===== src/rtl/assert_macros.svh =====
// assertion macros used by the rtl files
`ifndef ASSERT_MACROS_SVH
`define ASSERT_MACROS_SVH

// clocked implication check, disabled during reset
`define CPOW_ASSERT(label, clk, rst, prop, msg) \
  label: assert property (@(posedge clk) disable iff (rst) prop) else $error(msg);

// clocked check that also holds during reset
`define CPOW_ASSERT_ALWAYS(label, clk, prop, msg) \
  label: assert property (@(posedge clk) prop) else $error(msg);

`endif


===== src/rtl/cpow_pkg.sv =====
// types and constants for the complex integer power unit
package cpow_pkg;

  // sequencer states
  typedef enum logic [1:0] {
    ST_IDLE,
    ST_MUL,
    ST_FINISH
  } cpow_state_t;

  // phases of one complex multiply on the shared multiplier
  typedef enum logic [2:0] {
    PH_MUL_RR,
    PH_MUL_II,
    PH_MUL_RI,
    PH_RND_RE,
    PH_ADD_IM,
    PH_RND_IM
  } cpow_phase_t;

  localparam int unsigned EXP_BITS = 8;

endpackage


===== src/rtl/cpow_if.sv =====
// valid/ready channels for input samples and results

interface cpow_in_if #(
  parameter int W = 24
);
  logic                valid;
  logic                ready;
  logic signed [W-1:0] real_in;
  logic signed [W-1:0] imag_in;

  modport source (output valid, output real_in, output imag_in, input ready);
  modport sink   (input valid, input real_in, input imag_in, output ready);
endinterface

interface cpow_out_if #(
  parameter int W = 24
);
  logic                valid;
  logic                ready;
  logic signed [W-1:0] real_out;
  logic signed [W-1:0] imag_out;
  logic                overflow;

  modport source (output valid, output real_out, output imag_out, output overflow, input ready);
  modport sink   (input valid, input real_out, input imag_out, input overflow, output ready);
endinterface


===== src/rtl/complex_integer_power_unit.sv =====
// Complex integer power unit: raises each complex sample to the configured
// exponent with one shared signed multiplier. Exponent 0 yields (1,0) and
// exponent 1 passes the sample through, both passing through ST_FINISH into
// the output register. For exponent e >= 2 the unit runs e-1 complex
// multiplies of the running value by the sample, each made of four products
// through the single multiplier and two round and saturate passes, before
// the result moves into the output register. A new sample is taken once the
// previous result has moved into the output register, so the unit takes no
// new sample while one is still in work; a result held by the receiver
// stalls the next load and with it the input. Exponents above MAX_EXPONENT
// act as MAX_EXPONENT; overflow reports any saturation along the way.
`include "assert_macros.svh"

module complex_integer_power_unit
  import cpow_pkg::*;
#(
  parameter int MAX_EXPONENT = 255,
  parameter int SAMPLE_BITS  = 24
) (
  input  logic                   clk,
  input  logic                   rst,
  cpow_in_if.sink                sample,
  cpow_out_if.source             result,
  input  logic                   cfg_we,
  input  logic [EXP_BITS-1:0]    cfg_wdata
);

  localparam int SB    = SAMPLE_BITS;
  localparam int FB    = SAMPLE_BITS - 8;
  localparam int PW    = 2 * SAMPLE_BITS;
  localparam int ACC_W = 2 * SAMPLE_BITS + 1;

  localparam int EXP_CAP = (MAX_EXPONENT < 255) ? MAX_EXPONENT : 255;
  localparam logic [EXP_BITS-1:0] EXP_CAP_W = EXP_BITS'(EXP_CAP);

  localparam logic signed [ACC_W-1:0] ONE_W = ACC_W'(1);
  localparam logic signed [ACC_W-1:0] HI    = ONE_W <<< (SB - 1 + FB);
  localparam logic signed [ACC_W-1:0] HALF  = (ONE_W <<< FB) >>> 1;
  localparam logic signed [ACC_W-1:0] UPPER = HI - HALF;
  localparam logic signed [ACC_W-1:0] LOWER = -HI - HALF;

  localparam logic signed [SB-1:0] SMAX  = {1'b0, {(SB-1){1'b1}}};
  localparam logic signed [SB-1:0] SMIN  = {1'b1, {(SB-1){1'b0}}};
  localparam logic signed [SB-1:0] UNITY = SB'(1) << FB;

  cpow_state_t state, state_next;
  cpow_phase_t ph;

  logic [EXP_BITS-1:0] exponent;
  logic [EXP_BITS-1:0] e_eff;
  logic [EXP_BITS-1:0] steps_left;

  logic signed [SB-1:0]    ra, ia, rt, it;
  logic signed [SB-1:0]    mul_a, mul_b;
  logic signed [PW-1:0]    prod;
  logic signed [ACC_W-1:0] acc;
  logic signed [ACC_W-1:0] prod_ext;
  logic signed [ACC_W-1:0] t_sum;
  logic signed [ACC_W-1:0] rnd_shift;
  logic signed [SB-1:0]    rnd_val;
  logic                    rnd_sat;
  logic                    ovf;

  logic                    take;
  logic                    load_out;
  logic                    last_step;

  logic                    res_valid;
  logic signed [SB-1:0]    res_real;
  logic signed [SB-1:0]    res_imag;
  logic                    res_ovf;

  // exponent register
  always_ff @(posedge clk) begin
    if (rst) begin
      exponent <= EXP_BITS'(1);
    end else if (cfg_we) begin
      exponent <= cfg_wdata;
    end
  end

  assign e_eff     = (exponent > EXP_CAP_W) ? EXP_CAP_W : exponent;
  assign take      = sample.valid && sample.ready;
  assign last_step = (steps_left == EXP_BITS'(1));

  // handshake and load controls
  always_comb begin
    sample.ready = (state == ST_IDLE);
    load_out     = (state == ST_FINISH) && (!res_valid || result.ready);
  end

  // next state
  always_comb begin
    state_next = state;
    case (state)
      ST_IDLE: begin
        if (take) begin
          state_next = (e_eff < EXP_BITS'(2)) ? ST_FINISH : ST_MUL;
        end
      end
      ST_MUL: begin
        if (ph == PH_RND_IM && last_step) begin
          state_next = ST_FINISH;
        end
      end
      ST_FINISH: begin
        if (load_out) begin
          state_next = ST_IDLE;
        end
      end
      default: state_next = ST_IDLE;
    endcase
  end

  always_ff @(posedge clk) begin
    if (rst) begin
      state <= ST_IDLE;
    end else begin
      state <= state_next;
    end
  end

  // multiplier operand select
  always_comb begin
    case (ph)
      PH_MUL_RR: begin mul_a = rt; mul_b = ra; end
      PH_MUL_II: begin mul_a = it; mul_b = ia; end
      PH_MUL_RI: begin mul_a = rt; mul_b = ia; end
      PH_RND_RE: begin mul_a = it; mul_b = ra; end
      default:   begin mul_a = rt; mul_b = ra; end
    endcase
  end

  assign prod_ext = {prod[PW-1], prod};

  // round half up, scale and saturate the accumulated sum
  always_comb begin
    t_sum     = acc + HALF;
    rnd_shift = t_sum >>> FB;
    if (acc >= UPPER) begin
      rnd_val = SMAX;
      rnd_sat = 1'b1;
    end else if (acc < LOWER) begin
      rnd_val = SMIN;
      rnd_sat = 1'b1;
    end else begin
      rnd_val = rnd_shift[SB-1:0];
      rnd_sat = 1'b0;
    end
  end

  // phase counter
  always_ff @(posedge clk) begin
    if (rst) begin
      ph <= PH_MUL_RR;
    end else if (take) begin
      ph <= PH_MUL_RR;
    end else if (state == ST_MUL) begin
      ph <= (ph == PH_RND_IM) ? PH_MUL_RR : cpow_phase_t'(ph + 3'd1);
    end
  end

  // datapath: one product per cycle while in ST_MUL, accumulate, round
  always_ff @(posedge clk) begin
    if (take) begin
      ra         <= sample.real_in;
      ia         <= sample.imag_in;
      steps_left <= e_eff - EXP_BITS'(1);
      ovf        <= 1'b0;
      if (e_eff == '0) begin
        rt <= UNITY;
        it <= '0;
      end else begin
        rt <= sample.real_in;
        it <= sample.imag_in;
      end
    end else if (state == ST_MUL) begin
      prod <= mul_a * mul_b;
      case (ph)
        PH_MUL_II: acc <= prod_ext;
        PH_MUL_RI: acc <= acc - prod_ext;
        PH_RND_RE: begin
          rt  <= rnd_val;
          ovf <= ovf | rnd_sat;
          acc <= prod_ext;
        end
        PH_ADD_IM: acc <= acc + prod_ext;
        PH_RND_IM: begin
          it         <= rnd_val;
          ovf        <= ovf | rnd_sat;
          steps_left <= steps_left - EXP_BITS'(1);
        end
        default: acc <= acc;
      endcase
    end
  end

  // output register
  always_ff @(posedge clk) begin
    if (rst) begin
      res_valid <= 1'b0;
    end else if (load_out) begin
      res_valid <= 1'b1;
    end else if (result.ready) begin
      res_valid <= 1'b0;
    end
  end

  always_ff @(posedge clk) begin
    if (load_out) begin
      res_real <= rt;
      res_imag <= it;
      res_ovf  <= ovf;
    end
  end

  assign result.valid    = res_valid;
  assign result.real_out = res_real;
  assign result.imag_out = res_imag;
  assign result.overflow = res_ovf;

  // checks
  `CPOW_ASSERT(a_busy_after_take, clk, rst, take |=> !sample.ready, "sample taken while busy")
  `CPOW_ASSERT(a_trivial_finish, clk, rst, (take && (e_eff < EXP_BITS'(2))) |=> (state == ST_FINISH), "trivial exponent did not finish")
  `CPOW_ASSERT(a_hold_finish, clk, rst, (state == ST_FINISH && res_valid && !result.ready) |=> (state == ST_FINISH), "result overwritten before taken")
  `CPOW_ASSERT(a_steps_nonzero, clk, rst, (state == ST_MUL) |-> (steps_left != '0), "step count ran out while multiplying")

endmodule

===== src/flat_wrapper.sv =====
// flat-port wrapper written by rule: the top's interface ports become plain ports
module complex_integer_power_unit_flat import cpow_pkg::*;
#(
  parameter int MAX_EXPONENT = 255,
  parameter int SAMPLE_BITS  = 24
)
  (clk, rst, cfg_we, cfg_wdata, sample_valid, sample_real_in, sample_imag_in, sample_ready, result_valid, result_real_out, result_imag_out, result_overflow, result_ready);
  cpow_in_if sample_i ();
  cpow_out_if result_i ();
  input  logic clk;
  input  logic rst;
  input  logic cfg_we;
  input  logic [EXP_BITS-1:0] cfg_wdata;
  input wire logic [$bits(sample_i.valid)-1:0] sample_valid;
  input wire logic [$bits(sample_i.real_in)-1:0] sample_real_in;
  input wire logic [$bits(sample_i.imag_in)-1:0] sample_imag_in;
  output wire logic [$bits(sample_i.ready)-1:0] sample_ready;
  output wire logic [$bits(result_i.valid)-1:0] result_valid;
  output wire logic [$bits(result_i.real_out)-1:0] result_real_out;
  output wire logic [$bits(result_i.imag_out)-1:0] result_imag_out;
  output wire logic [$bits(result_i.overflow)-1:0] result_overflow;
  input wire logic [$bits(result_i.ready)-1:0] result_ready;
  assign sample_i.valid = sample_valid;
  assign sample_i.real_in = sample_real_in;
  assign sample_i.imag_in = sample_imag_in;
  assign sample_ready = sample_i.ready;
  assign result_valid = result_i.valid;
  assign result_real_out = result_i.real_out;
  assign result_imag_out = result_i.imag_out;
  assign result_overflow = result_i.overflow;
  assign result_i.ready = result_ready;
  complex_integer_power_unit #(.MAX_EXPONENT(MAX_EXPONENT), .SAMPLE_BITS(SAMPLE_BITS)) u_core (.clk(clk), .rst(rst), .sample(sample_i), .result(result_i), .cfg_we(cfg_we), .cfg_wdata(cfg_wdata));
endmodule

===== config.mk =====
export PLATFORM = sky130hd
export DESIGN_NAME = complex_integer_power_unit_flat
export DESIGN_NICKNAME = d
export VERILOG_FILES = /design/src/rtl/cpow_pkg.sv /design/src/rtl/cpow_if.sv /design/src/rtl/complex_integer_power_unit.sv /design/src/flat_wrapper.sv
export VERILOG_INCLUDE_DIRS = /design/src /design/src/rtl
export SDC_FILE = /design/constraint.sdc
export NUM_CORES = 2
export LEC_CHECK = 0
export ABC_AREA = 1
export BUFFER_PORTS_ARGS = -buffer_cell sky130_fd_sc_hd__buf_4
export CORE_MARGIN = 5
export CORE_UTILIZATION = 60
export DETAILED_ROUTE_END_ITERATION = 16
export PLACE_DENSITY = 0.79
export SYNTH_ARGS = -nofsm -noshare
export SYNTH_HDL_FRONTEND = slang
export SYNTH_SLANG_ARGS = --single-unit

===== constraint.sdc =====
create_clock -name clk -period 24 [get_ports clk]
set_input_delay 2.4 -clock clk [delete_from_list [all_inputs] [get_ports clk]]
set_output_delay 2.4 -clock clk [all_outputs]
set_load 0.005 [all_outputs]

== Word-level counts from Yosys, hierarchy flattened ==
Cells that the tools add are included.

* Add/subtract/negate cells: 6
* Multipliers: 1
* Magnitude comparators: 4
* Eq/ne operators: 11
* Mux-type cells: 27
* Bitwise gates (word level): 2
* Reduce and logical (&&, ||, !) cells: 22

{| class="wikitable"
|+ Operators by type and width
! cell !! count
|-
| $mux W24 || 12
|-
| $pmux W49 S3 || 1
|-
| $add A49 B48 Y49 || 1
|-
| $ge A49 B40 Y1 const B || 1
|-
| $lt A49 B41 Y1 const B || 1
|-
| $sub A49 B48 Y49 || 1
|-
| $mul A24 B24 Y48 || 1
|-
| $add A40 B17 Y40 const B || 1
|-
| $mux W8 || 4
|-
| $sub A8 B1 Y8 const B || 2
|-
| $eq A8 B1 Y1 const B || 1
|-
| $gt A8 B8 Y1 const B || 1
|-
| $logic_not A8 Y1 || 1
|-
| $lt A8 B2 Y1 const B || 1
|-
| $mux W2 || 4
|-
| $reduce_and A2 Y1 || 4
|-
| $reduce_bool A2 Y1 || 4
|-
| $reduce_or A2 Y1 || 4
|-
| $eq A3 B2 Y1 const B || 2
|-
| $eq A3 B3 Y1 const B || 2
|-
| $pmux W2 S3 || 1
|-
| $reduce_and A3 Y1 || 2
|-
| $mux W1 || 4
|-
| $ne A2 B1 Y1 const B || 2
|-
| 13 further kinds || 15
|}

* Register bits: 265
* Bits of input ports: 61
* Output and inout bits: 51
* Word-level logic and storage cells: 88

== Depth between registers and ports, before layout ==
* Depth in word-level cells: 6
* Depth in mapped cells: 37
* Depth with buffers taken out: 35

== Worst setup path after synthesis ==
No wires, ideal clock.

* Kind: register -> register
* From: register u_core.ph[0]
* To: register u_core.prod[47] (data pin)
* Setup time: 0.252 ns
* Arrival: 7.298 ns
* Data required time: 23.748 ns
* Setup slack: 16.450 ns
* Cell stages (with the launch flop): 31
* Period minus slack after synthesis: 7.550 ns
* Cells stage by stage: dfxtp_1 inv_2 nor2_4 nand2_2 nand2_4 buf_2 o21a_1 inv_2 buf_6 nor2_1 fa_1 fa_1 fa_1 inv_1 fa_1 fa_1 fa_1 fa_1 inv_1 ha_1 nand2_1 nor3_1 nand2_1 inv_1 nand2_1 nor4_1 nand2_1 nand3_1 inv_1 nand2_1 nand2_1

* Cells in the longest elaborated chain, start to end: 4
* Elaborated cells between the ends (all ways): 8

{| class="wikitable"
|+ RTL lines
! element !! RTL line !! source
|-
| start: declaration || complex_integer_power_unit.sv:47 || <nowiki>cpow_phase_t ph;</nowiki>
|-
| start signal: assignment || complex_integer_power_unit.sv:159 || <nowiki>ph <= (ph == PH_RND_IM) ? PH_MUL_RR : cpow_phase_t'(ph + 3'd1);</nowiki>
|-
| $eq A3 B1 Y1 or $eq A3 B2 Y1 (tied branches) || complex_integer_power_unit.sv:125 || <nowiki>case (ph)</nowiki>
|-
| $reduce_or A2 Y1 (no line) || -- ||
|-
| $mux W24 || complex_integer_power_unit.sv:125 ||
|-
| $mul A24 B24 Y48 (*) || complex_integer_power_unit.sv:178 || <nowiki>prod <= mul_a * mul_b;</nowiki>
|-
| end signal: assignment || complex_integer_power_unit.sv:178 ||
|-
| end: declaration || complex_integer_power_unit.sv:55 || <nowiki>logic signed [PW-1:0] prod;</nowiki>
|}

Mark *: on every way between the ends. The rest lies on a longest branch, timed or not.
A chain may end at the register's enable or synchronous reset.

== Worst setup path in the final report ==
* From: register u_core.ph[0]
* To: register u_core.prod[43] (data pin)

Same word-level chain as after synthesis.

==> metrics.txt <==
run status finished clean; critical path data required time 24.40 ns; initial antenna violation count 0; Starting Density 60.3%; FFs w/ async S/R, synth 0%; Final Hold Fails 0; Tmin final 9.49 ns; sequential share of the synthesized area 20.6%; met2 usage 56.5%; GR Layer Usage met3 6.46%; PortBufs 111; Post-Syn Instances 4642; final critical-path share of the clock period 39.5%; all-layer global routing usage 35.1%; worst skew pair latency 0.57 ns; Slew HR 22.3%; Site Rows 92; final setup vio count 0; Crit Path Category flip-flop to flip-flop; Synth area leader fa_1; chip width 261 um; Max-Cap Viols 0; Post-synth top cells nand2_1 (1059), inv_1 (964), fa_1 (608), nor2_1 (605), edfxtp_1 (250); Overflow after GRT 0; EDFF count, synth 250; WP data arrival 9.88 ns; most common flop cell mapped by yosys edfxtp_1; TNS Setup 0 ns; die area 68300 um^2; post-synthesis simple-gate area fraction 20.9%; XOR/XNOR share of the synthesized area 2.78%; HP Class flip-flop to flip-flop; top cells by area, synth fa_1 (32%), edfxtp_1 (20%), nand2_1 (10%); Worst setup SP type flip-flop; busiest layer in global routing met2; setup ws final 14.51 ns; fraction of layout cells with a size suffix above 1 6.20%; Post-route DRC 0; synth warn 0; clock tree root driver cell clkbuf_16; vias post-DR 31800; nets@finish 5563; Area Overhead vs Synth 6.81%; compound-gate portion of the synthesized area 5.78%; # hold bufs at CTS 0; core area 62900 um^2; Setup Buffers After CTS 0; adder-cell area share of the yosys netlist 38.3%; vias in the first global route 31800; Core Util, Final 64.4%; met1 usage 46.8%; Pre-Repair DR Iteration Count 6; top cell type's share of synthesized area 32.1%; largest net degree at the start of global routing 64; Seq cells post-synth 265; most frequent cell after synthesis nand2_1; Via density 5.71; post-route ant nets 0; mux share of post-synthesis cell area 0.0264%; Synth Area per Inst 8.16 um^2; Setup WS pre-CTS 14.56 ns; Netlist cell types 54; Syn Nets 5499; critical-path maximum fanout 63; RSZ-0062 raised after global routing false; CTS Sinks 265; fmax 105 MHz; crit end category flip-flop; CTS Buffer Depth 3; H-tree Lvls 1; hold_ws 0.444 ns; Mapped Area 37900 um^2; DP Wirelength 99.3 mm; Slew @ Worst Pin 1.17 ns; fin. max-slew vios 0; Final Skew 0.00988 ns; overall die height 261 um; post_cts resized 0; Routed WL 119 mm; clock slew at reported path FFs 0.07 ns; largest family of logic cells by synthesized area adder cells; TritonCTS clock tree done; GPL Wtd Cong 1.06; first-pass GRT wire length 182 mm; Iteration-0 DRC Markers 3445; TritonCTS Buffers 29; drt wl/cell 21.4 um; Boundary Pins 112
[metal layers]
| layer | vias to the layer above | part of all wire, % |
|---|---|---|
| met5 | - | 0 |
| met4 | 0 | 5.9 |
| met3 | 382 | 11 |
| met2 | 1872 | 46 |
| met1 | 15400 | 37 |
| li1 | 14200 | - |
[cell usage in the layout (no fill, tap or decap), drive strengths merged, types with 2 or more instances in the layout]
cell type,instances
o211ai,5
nor2,610
a21o,7
a21oi,140
and2,4
xnor2,45
fa,608
bufinv,3
nand4,42
ha,188
clkinv,15
o31ai,4
a31o,2
edfxtp,250
o22ai,3
or2,37
nand2,1063
buf,155
a31oi,12
nand3b,5
inv,993
clkbuf,39
a21boi,8
nor3,37
dfxtp,15
and3,2
o21a,8
xor2,70
nand3,151
o21ai,166
o21bai,23
nor4,11
[worst max-delay path: stages, from the launching register on]
cell and delay, ns:
dfxtp_1 0.43, inv_2 0.10, nor2_4 0.07, buf_4 0.42, clkinv_2 0.10, buf_4 0.39
o21ai_2 0.53, inv_2 0.31, nor2_1 0.36, fa_1 0.60, fa_1 0.79, fa_1 1.21
fa_1 0.54, fa_1 0.49, fa_1 0.55, inv_1 0.06, fa_1 0.53, inv_1 0.04
ha_1 0.40, nand2_1 0.13, nor2_1 0.17, inv_1 0.08, nor2_1 0.18, and3_1 0.20
nand4_1 0.14, nand3_1 0.17, xor2_1 0.21
[registers in the layout, indices dropped and copies added, names as in the netlist]
signal                  count
u_core.result.valid         1
u_core.ph                   3
u_core.rt                  24
u_core.exponent             8
u_core.result.overflow      1
u_core.state                2
u_core.steps_left           8
u_core.result.real_out     24
u_core.prod                48
u_core.ovf                  1
u_core.ra                  24
u_core.result.imag_out     24
u_core.it                  24
u_core.ia                  24
u_core.acc                 49
[logic make-up after synthesis]
kind of cell | count (synthesis)
buffers and inverters | 1119
DFF | 265
AOI/OAI and AO/OA | 381
adders and majority gates | 796
muxes | 1
xor gates and xnor gates | 117
and+or+nand+nor | 1963
[final cells by class]
cell class / instances / area (um^2)
Fill cell: 5425 / 22400
Sequential cell: 265 / 7810
Clock inverter: 15 / 161
Timing Repair Buffer: 155 / 1160
Inverter: 997 / 3750
Antenna cell: 1 / 2.50
Tap cell: 846 / 1060
Clock buffer: 39 / 783
Multi-Input combinational cell: 3258 / 25800
[through the flow]
stage,std cells,area [um^2]
floorplan,4642,37900
global placement,5521,39500
detailed placement,5521,39500
CTS,5575,40500
global route,5575,40500
finish,5576,40500
[final timing paths]
check,end,cells past startpoint,start,slack (ns)
max,u_core.prod[43],26,u_core.ph[0],14.51
min,u_core.result.real_out[3],0,u_core.rt[3],0.44
max reg2reg,u_core.prod[43],26,u_core.ph[0],14.51
min reg2reg,u_core.result.real_out[3],0,u_core.rt[3],0.44
Power is not shown: default switching activity piles up to over one toggle a cycle in this logic, so the estimate is an artifact.
